**src/sv/lrhc_pkg.sv**
```systemverilog
`timescale 1ns / 1ps
// ----------------------------------------------------------------------------
// lrhc_pkg
// shared widths, register indexes and stage records of the line rasterizer
// ----------------------------------------------------------------------------
package lrhc_pkg;

    localparam int COORD_W  = 6;
    localparam int HEIGHT_W = 16;
    localparam int COLOR_W  = 24;
    localparam int MAXH_W   = 15;
    localparam int CFG_IDX_W = 3;
    localparam int CFG_DATA_W = 24;

    // register indexes
    localparam logic [CFG_IDX_W-1:0] REG_MAX_HEIGHT = 3'd0;
    localparam logic [CFG_IDX_W-1:0] REG_COLOR_NEG  = 3'd1;
    localparam logic [CFG_IDX_W-1:0] REG_COLOR_ZERO = 3'd2;
    localparam logic [CFG_IDX_W-1:0] REG_COLOR_LOW  = 3'd3;
    localparam logic [CFG_IDX_W-1:0] REG_COLOR_MID  = 3'd4;
    localparam logic [CFG_IDX_W-1:0] REG_COLOR_HIGH = 3'd5;

    // divide by three: x * ceil(2^17 / 3) >> 17, exact for 15-bit x
    localparam int THIRD_SHIFT = 17;
    localparam logic [THIRD_SHIFT-1:0] THIRD_MUL = 17'd43691;

    typedef struct packed {
        logic [COLOR_W-1:0] neg;
        logic [COLOR_W-1:0] zero;
        logic [COLOR_W-1:0] low;
        logic [COLOR_W-1:0] mid;
        logic [COLOR_W-1:0] high;
        logic [MAXH_W-1:0]  third;
    } t_cfg;

    typedef struct packed {
        logic               x_major;
        logic [COORD_W-1:0] s_maj;
        logic [COORD_W-1:0] s_min;
        logic [COORD_W-1:0] n;
        logic [COORD_W-1:0] dabs;
        logic               neg;
        logic [COLOR_W-1:0] color;
    } t_seg;

endpackage

```
**src/sv/lrhc_setup.sv**
```systemverilog
`timescale 1ns / 1ps
`default_nettype none
// ----------------------------------------------------------------------------
// lrhc_setup
// two register stages: input capture, then axis, deltas and color band
// ----------------------------------------------------------------------------
module lrhc_setup
    import lrhc_pkg::*;
(
    input  wire logic                i_clk,
    input  wire logic                i_rst_n,
    input  wire logic                i_valid,
    output logic                     o_stall,
    input  wire logic [COORD_W-1:0]  i_first_x,
    input  wire logic [COORD_W-1:0]  i_first_y,
    input  wire logic [HEIGHT_W-1:0] i_first_height,
    input  wire logic [COORD_W-1:0]  i_second_x,
    input  wire logic [COORD_W-1:0]  i_second_y,
    input  wire logic [HEIGHT_W-1:0] i_second_height,
    input  wire t_cfg                i_cfg,
    output logic                     o_seg_valid,
    input  wire logic                i_seg_take,
    output t_seg                     o_seg
);

    logic                r_a_valid;
    logic [COORD_W-1:0]  r_ax, r_ay, r_bx, r_by;
    logic [HEIGHT_W-1:0] r_ah, r_bh;
    logic                r_b_valid;
    t_seg                r_seg;
    t_seg                n_seg;
    logic                b_free, a_adv;

    logic [COORD_W-1:0]  dx, dy, e_maj, e_min;
    logic                ah_pos_low, bh_pos_low, ah_mid, bh_mid;
    logic [MAXH_W:0]     two_third;

    assign b_free  = !r_b_valid || i_seg_take;
    assign a_adv   = r_a_valid && b_free;
    assign o_stall = r_a_valid && !b_free;

    always_comb begin
        dx = (r_ax > r_bx) ? r_ax - r_bx : r_bx - r_ax;
        dy = (r_ay > r_by) ? r_ay - r_by : r_by - r_ay;
        n_seg.x_major = dx > dy;
        if (n_seg.x_major) begin
            if (r_ax <= r_bx) begin
                n_seg.s_maj = r_ax; n_seg.s_min = r_ay; e_maj = r_bx; e_min = r_by;
            end else begin
                n_seg.s_maj = r_bx; n_seg.s_min = r_by; e_maj = r_ax; e_min = r_ay;
            end
        end else begin
            if (r_ay < r_by) begin
                n_seg.s_maj = r_ay; n_seg.s_min = r_ax; e_maj = r_by; e_min = r_bx;
            end else begin
                n_seg.s_maj = r_by; n_seg.s_min = r_bx; e_maj = r_ay; e_min = r_ax;
            end
        end
        n_seg.n    = e_maj - n_seg.s_maj;
        n_seg.neg  = e_min < n_seg.s_min;
        n_seg.dabs = n_seg.neg ? n_seg.s_min - e_min : e_min - n_seg.s_min;

        // band tests only matter once both heights are known positive
        two_third  = {i_cfg.third, 1'b0};
        ah_pos_low = r_ah[MAXH_W-1:0] <= i_cfg.third;
        bh_pos_low = r_bh[MAXH_W-1:0] <= i_cfg.third;
        ah_mid     = {1'b0, r_ah[MAXH_W-1:0]} < two_third;
        bh_mid     = {1'b0, r_bh[MAXH_W-1:0]} < two_third;
        if (r_ah[HEIGHT_W-1] || r_bh[HEIGHT_W-1]) begin
            n_seg.color = i_cfg.neg;
        end else if (r_ah == '0 || r_bh == '0) begin
            n_seg.color = i_cfg.zero;
        end else if (ah_pos_low || bh_pos_low) begin
            n_seg.color = i_cfg.low;
        end else if (ah_mid || bh_mid) begin
            n_seg.color = i_cfg.mid;
        end else begin
            n_seg.color = i_cfg.high;
        end
    end

    always_ff @(posedge i_clk) begin
        if (!i_rst_n) begin
            r_a_valid <= 1'b0;
            r_b_valid <= 1'b0;
        end else begin
            if (!o_stall) r_a_valid <= i_valid;
            if (b_free)   r_b_valid <= r_a_valid;
        end
        if (i_valid && !o_stall) begin
            r_ax <= i_first_x;  r_ay <= i_first_y;  r_ah <= i_first_height;
            r_bx <= i_second_x; r_by <= i_second_y; r_bh <= i_second_height;
        end
        if (a_adv) r_seg <= n_seg;
    end

    assign o_seg_valid = r_b_valid;
    assign o_seg       = r_seg;

endmodule
`default_nettype wire

```
**src/sv/lrhc_step.sv**
```systemverilog
`timescale 1ns / 1ps
`default_nettype none
// ----------------------------------------------------------------------------
// lrhc_step
// walks the major axis one pixel a cycle, unless the output stalls, with a remainder accumulator
// ----------------------------------------------------------------------------
module lrhc_step
    import lrhc_pkg::*;
(
    input  wire logic               i_clk,
    input  wire logic               i_rst_n,
    input  wire logic               i_seg_valid,
    output logic                    o_seg_take,
    input  wire t_seg               i_seg,
    output logic                    o_valid,
    input  wire logic               i_stall,
    output logic [COORD_W-1:0]      o_pixel_x,
    output logic [COORD_W-1:0]      o_pixel_y,
    output logic [COLOR_W-1:0]      o_pixel_color,
    output logic                    o_last_pixel
);

    logic               r_busy;
    t_seg               r_seg;
    logic [COORD_W-1:0] r_k, r_q, r_acc;
    logic               r_out_valid;
    logic [COORD_W-1:0] r_px, r_py;
    logic [COLOR_W-1:0] r_color;
    logic               r_last;

    logic               emit, last;
    logic [COORD_W-1:0] major, minor;
    logic [COORD_W:0]   acc_sum;

    assign o_seg_take = !r_busy && i_seg_valid;
    assign emit       = r_busy && (!r_out_valid || !i_stall);
    assign last       = r_k == r_seg.n - 1'b1;
    assign major      = r_seg.s_maj + r_k;
    assign minor      = r_seg.neg ? r_seg.s_min - r_q : r_seg.s_min + r_q;
    assign acc_sum    = {1'b0, r_acc} + {1'b0, r_seg.dabs};

    always_ff @(posedge i_clk) begin
        if (!i_rst_n) begin
            r_busy      <= 1'b0;
            r_out_valid <= 1'b0;
        end else begin
            if (o_seg_take)
                r_busy <= i_seg.n != '0;
            else if (emit && last)
                r_busy <= 1'b0;
            if (emit)
                r_out_valid <= 1'b1;
            else if (!i_stall)
                r_out_valid <= 1'b0;
        end
        if (o_seg_take) begin
            r_seg <= i_seg;
            r_k   <= '0;
            r_q   <= '0;
            r_acc <= '0;
        end else if (emit) begin
            r_k <= r_k + 1'b1;
            if (acc_sum >= {1'b0, r_seg.n}) begin
                r_q   <= r_q + 1'b1;
                r_acc <= COORD_W'(acc_sum - {1'b0, r_seg.n});
            end else begin
                r_acc <= acc_sum[COORD_W-1:0];
            end
        end
        if (emit) begin
            r_px    <= r_seg.x_major ? major : minor;
            r_py    <= r_seg.x_major ? minor : major;
            r_color <= r_seg.color;
            r_last  <= last;
        end
    end

    assign o_valid       = r_out_valid;
    assign o_pixel_x     = r_px;
    assign o_pixel_y     = r_py;
    assign o_pixel_color = r_color;
    assign o_last_pixel  = r_last;

endmodule
`default_nettype wire

```
**src/sv/line_raster_height_color.sv**
```systemverilog
`timescale 1ns / 1ps
`default_nettype none
// path: a segment passes the capture register, the setup register and the stepper's segment
// register before its first pixel reaches the output register, when the stepper is idle
// throughput: one pixel per cycle while i_stall is low; the stepper takes a new segment only
// after emitting the last pixel of the current one (a segment with coincident ends emits none)
// reset: synchronous active-low; clears valids, the stepper busy flag and configuration registers to 0
// ----------------------------------------------------------------------------
// line_raster_height_color
// segment to pixel rasterizer with a color picked from height bands
// ----------------------------------------------------------------------------
module line_raster_height_color
    import lrhc_pkg::*;
(
    input  wire logic                  i_clk,
    input  wire logic                  i_rst_n,
    // configuration writes
    input  wire logic                  i_cfg_wr_en,
    input  wire logic [CFG_IDX_W-1:0]  i_cfg_index,
    input  wire logic [CFG_DATA_W-1:0] i_cfg_data,
    // segment items
    input  wire logic                  i_valid,
    output logic                       o_stall,
    input  wire logic [COORD_W-1:0]    i_first_x,
    input  wire logic [COORD_W-1:0]    i_first_y,
    input  wire logic [HEIGHT_W-1:0]   i_first_height,
    input  wire logic [COORD_W-1:0]    i_second_x,
    input  wire logic [COORD_W-1:0]    i_second_y,
    input  wire logic [HEIGHT_W-1:0]   i_second_height,
    // pixel items
    output logic                       o_valid,
    input  wire logic                  i_stall,
    output logic [COORD_W-1:0]         o_pixel_x,
    output logic [COORD_W-1:0]         o_pixel_y,
    output logic [COLOR_W-1:0]         o_pixel_color,
    output logic                       o_last_pixel
);

    t_cfg                         r_cfg;
    logic [MAXH_W+THIRD_SHIFT-1:0] third_prod;
    logic                         seg_valid, seg_take;
    t_seg                         seg;

    // third of the max height is kept ready, computed on the write itself
    assign third_prod = i_cfg_data[MAXH_W-1:0] * THIRD_MUL;

    always_ff @(posedge i_clk) begin
        if (!i_rst_n) begin
            r_cfg <= '0;
        end else if (i_cfg_wr_en) begin
            unique case (i_cfg_index)
                REG_MAX_HEIGHT: r_cfg.third <= third_prod[MAXH_W+THIRD_SHIFT-1:THIRD_SHIFT];
                REG_COLOR_NEG:  r_cfg.neg   <= i_cfg_data[COLOR_W-1:0];
                REG_COLOR_ZERO: r_cfg.zero  <= i_cfg_data[COLOR_W-1:0];
                REG_COLOR_LOW:  r_cfg.low   <= i_cfg_data[COLOR_W-1:0];
                REG_COLOR_MID:  r_cfg.mid   <= i_cfg_data[COLOR_W-1:0];
                REG_COLOR_HIGH: r_cfg.high  <= i_cfg_data[COLOR_W-1:0];
                default: ;
            endcase
        end
    end

    // capture stage and setup stage
    lrhc_setup u_setup (
        .i_clk           (i_clk),
        .i_rst_n         (i_rst_n),
        .i_valid         (i_valid),
        .o_stall         (o_stall),
        .i_first_x       (i_first_x),
        .i_first_y       (i_first_y),
        .i_first_height  (i_first_height),
        .i_second_x      (i_second_x),
        .i_second_y      (i_second_y),
        .i_second_height (i_second_height),
        .i_cfg           (r_cfg),
        .o_seg_valid     (seg_valid),
        .i_seg_take      (seg_take),
        .o_seg           (seg)
    );

    // pixel stepper with its output register
    lrhc_step u_step (
        .i_clk         (i_clk),
        .i_rst_n       (i_rst_n),
        .i_seg_valid   (seg_valid),
        .o_seg_take    (seg_take),
        .i_seg         (seg),
        .o_valid       (o_valid),
        .i_stall       (i_stall),
        .o_pixel_x     (o_pixel_x),
        .o_pixel_y     (o_pixel_y),
        .o_pixel_color (o_pixel_color),
        .o_last_pixel  (o_last_pixel)
    );

endmodule
`default_nettype wire
```
**config.mk**
```make
export PLATFORM = sky130hd
export DESIGN_NAME = line_raster_height_color
export DESIGN_NICKNAME = d
export VERILOG_FILES = /design/src/sv/lrhc_pkg.sv /design/src/sv/lrhc_setup.sv /design/src/sv/lrhc_step.sv /design/src/sv/line_raster_height_color.sv
export SDC_FILE = /design/constraint.sdc
export NUM_CORES = 1
export LEC_CHECK = 0
export BUFFER_PORTS_ARGS = -buffer_cell sky130_fd_sc_hd__buf_2
export CAP_MARGIN = 20
export CORE_MARGIN = 2
export CORE_UTILIZATION = 32
export CTS_CLUSTER_DIAMETER = 40
export DETAILED_ROUTE_END_ITERATION = 8
export PLACE_DENSITY = 0.49
export REMOVE_ABC_BUFFERS = 1
export SETUP_SLACK_MARGIN = 0.15
export SLEW_MARGIN = 25
export SYNTH_ARGS = -nofsm -noshare
export SYNTH_HDL_FRONTEND = slang
export SYNTH_SLANG_ARGS = --single-unit
export TNS_END_PERCENT = 20
```
**constraint.sdc**
```tcl
create_clock -name i_clk -period 16.4 [get_ports i_clk]
set_clock_uncertainty 0.1 [all_clocks]
set_input_delay 4.1 -clock i_clk [delete_from_list [all_inputs] [get_ports i_clk]]
set_output_delay 4.1 -clock i_clk [all_outputs]
set_load 0.02 [all_outputs]
```
==> impl_metrics.env <==
export IMPL_status="finished, final reports clean"
export IMPL_placed_cells=2952
export IMPL_drtPass1Iterations=5
export IMPL_gp_congestion=0.8340
export IMPL_synthSimpleGateAreaFrac_pct=10.76
export IMPL_slew_viol_final=0
export IMPL_syn2layout_area_growth_pct=18.04
export IMPL_end_kind="flip-flop"
export IMPL_ant_nets=0
export IMPL_final_period_utilization_pct=55.19
export IMPL_synth_largest_area_cell="edfxtp_1"
export IMPL_worstHoldEndpoint="u_step.r_seg[48]"
export IMPL_r2r_start="u_setup.r_ax[0]"
export IMPL_top_usage_layer="met2"
export IMPL_viasPerCell=4.822
export IMPL_wirelength_mm=51.25
export IMPL_drtIter0Drc=708
export IMPL_grt_use_met3_pct=2.494
export IMPL_p_comb_share_pct=40.3
export IMPL_reg2regPathDepth=28
export IMPL_worstSetupPathType="primary input to flip-flop"
export IMPL_diodes=0
export IMPL_cellLeakagePower_nw=10.06
export IMPL_overflow=0
export IMPL_final_cells=3066
export IMPL_hold_buffers=0
export IMPL_synthCells=2030
export IMPL_power_density_nw_per_um2=161.7
export IMPL_final_cell_area_um2=24420
export IMPL_seq_power_share_pct=27.3
export IMPL_finalCriticalPeriod_ns=9.051
export IMPL_switchingPower_mw=1.430
export IMPL_hold_path_depth=0
export IMPL_drive_above_1_share_pct=13.43
export IMPL_hold_path_class="flip-flop to flip-flop"
export IMPL_dpl_cell_area_um2=22270
export IMPL_ys_top_cells_by_area="edfxtp_1, dfxtp_1, ha_1, fa_1, nand2_1"
export IMPL_worstMarginPinSlew_ns=0.9710
export IMPL_clock_root_buffer="clkbuf_16"
export IMPL_final_cell_mix="nand2_1, ha_1, a21oi_1, inv_1, edfxtp_1"
export IMPL_worst_slack_ns=7.349
export IMPL_cap_violations=0
export IMPL_ir_worst_vdd_mv=0.09199
export IMPL_syn_area_um2=20690
export IMPL_grt_max_degree=79
export IMPL_ys_types=75
export IMPL_synth_fa_ha_area_share_pct=20.49
export IMPL_antenna_found_initial=0
export IMPL_path_clk_slew_ns=0.05
export IMPL_synth_xor_area_share_pct=2.710
export IMPL_r2r_end="u_setup.o_seg[30]"
export IMPL_hold_viol_final=0
export IMPL_core_area_um2=64230
export IMPL_synthArstFlopShare_pct=0
export IMPL_p_int_mw=2.518
export IMPL_setup_tns_ns=0
export IMPL_synth_area_per_cell_um2=10.19
export IMPL_cp_max_fo=8
export IMPL_synth_top_area_share_pct=28.02
export IMPL_clk_insertion_delay_late_ns=0.64
export IMPL_drc=0
export IMPL_met1_usage_pct=20.55
export IMPL_hpwl_mm=36.70
export IMPL_nets=2545
export IMPL_cts_resized_gates=0
export IMPL_final_common_cell="nand2_1"
export IMPL_grt_usage_pct=15.40
export IMPL_start_kind="primary input"
export IMPL_dpl_worst_slack_ns=6.716
export IMPL_synth_edf_count=193
export IMPL_maxSlewHeadroom_pct=35.12
export IMPL_synth_seq_cells=349
export IMPL_die_x_um=258.3
export IMPL_synth_compound_area_share_pct=13.20
export IMPL_die_height_um=258.3
export IMPL_num_vias=14783
export IMPL_p_sw_share_pct=36.23
export IMPL_cts_made_buffers=60
export IMPL_rsz0062_at_grt="false"
export IMPL_clockBufferDepth=3
export IMPL_cp_arrival_ns=9.45
export IMPL_cts_tree="yes"
export IMPL_grt_pass1_vias=14885
export IMPL_dieArea_um2=66690
export IMPL_portBuffers=126
export IMPL_muxShareOfSynthArea_pct=4.458
export IMPL_max_clock_freq_mhz=110.5
export IMPL_power_frac_clock_pct=32.4
export IMPL_cts_sink_count=349
export IMPL_wl_per_cell_um=16.72
export IMPL_ios=127
export IMPL_grt_pass1_wl_mm=81.72
export IMPL_globalRouteMet2Util_pct=25.93
export IMPL_ys_flop_type="edfxtp_1"
export IMPL_start_util_pct=32.21
export IMPL_rows=93
export IMPL_htree_levels=2
export IMPL_setup_viol=0
export IMPL_rrSetupSlack_ns=9.26
export IMPL_synth_top_family_by_area="adder cells"
export IMPL_yosys_warnings=0
export IMPL_cp_required_ns=16.79
export IMPL_ys_seq_area_share_pct=43.11
export IMPL_hp_start="u_setup.o_seg[48]"
export IMPL_post_cts_setup_buffers=0
metal layers:
metal | part of all wire [%] | routed length [um]
met1 | 46 | 23800
met2 | 48 | 24370
met3 | 4.0 | 2073
met4 | 2.0 | 1004
met5 | 0 | 0
critical path: stages:
cell and delay (ns):
buf_2 0.15, ha_1 0.24, ha_1 0.34, xor2_1 0.37, fa_1 0.50, fa_1 0.55, inv_1 0.06, fa_1 0.55
inv_1 0.06, fa_1 0.47, ha_1 0.26, o311ai_0 0.67, o32ai_2 0.25, o41ai_4 0.38, o21ai_1 0.16, xnor2_1 0.15
o31ai_1 0.19
logic make-up after synthesis:
group	after synthesis
AOI/OAI and AO/OA	433
xor gates and xnor gates	64
adders and majority gates	298
buffers and inverters	282
DFF	349
muxes	90
and+or+nand+nor	514
per-stage QoR:
step | utilization (%) | hold slack [ns] | power, mW
floorplan | - | 0.3003 | 2.318
global placement | 34.66 | 0.3007 | 2.679
detailed placement | 34.66 | 0.3045 | 2.696
CTS | 38.01 | 0.3003 | 4.001
global route | 38.01 | 0.3040 | 4.284
finish | 38.01 | 0.2935 | 3.948
cell usage after synthesis, drive strengths merged, types with 13 or more instances:
cell type	number
a21o	43
a21oi	223
a22oi	25
buf	18
clkbuf	61
dfxtp	156
edfxtp	193
fa	68
ha	230
inv	201
mux2	17
mux2i	73
nand2	309
nand3	29
nand4	23
nor2	73
nor2b	18
o211ai	13
o21ai	46
o221ai	25
xnor2	40
xor2	24
power groups by stage:
| stage | Sequential, mW | Combinational (mW) | Clock [mW] |
|---|---|---|---|
| after floorplan | 1.09 | 1.23 | 0 |
| after global placement | 1.09 | 1.58 | 0 |
| after detailed placement | 1.10 | 1.60 | 0 |
| after CTS | 1.08 | 1.61 | 1.31 |
| after global routing | 1.09 | 1.84 | 1.35 |
| final | 1.08 | 1.59 | 1.28 |
layout make-up:
cell class | instances | area, um^2
Tap cell | 855 | 1070
Clock buffer | 77 | 1720
Clock inverter | 37 | 431.7
Inverter | 203 | 764.5
Sequential cell | 349 | 8919
Multi-Input combinational cell | 1399 | 10730
Fill cell | 6336 | 39810
Timing Repair Buffer | 146 | 780.7
state kept, by name, indices dropped and copies added (netlist names), 6 cells and up:
signal                count
r_cfg                   134
u_setup.o_seg            50
u_setup.r_bx              6
u_setup.r_ax              6
u_setup.r_bh             16
u_step.r_acc              6
u_setup.r_by              6
u_step.o_pixel_color     24
u_step.r_q                6
u_step.o_pixel_x          6
u_step.o_pixel_y          6
u_setup.r_ah             16
u_step.r_k                6
u_step.r_seg             50
u_setup.r_ay              6
how the worst max path moves through the flow:
stage	from	end	slack, ns	cells past startpoint
after global placement	i_cfg_data[12]	r_cfg[7]	6.73	17
after detailed placement	i_cfg_data[12]	r_cfg[7]	6.72	17
after floorplan	i_cfg_data[12]	r_cfg[7]	7.22	16
final	i_cfg_data[12]	r_cfg[13]	7.35	17
after global routing	i_cfg_data[12]	r_cfg[13]	7.03	17
after CTS	i_cfg_data[12]	r_cfg[13]	7.34	17
Note: power is estimated with default switching activity, not from simulation.
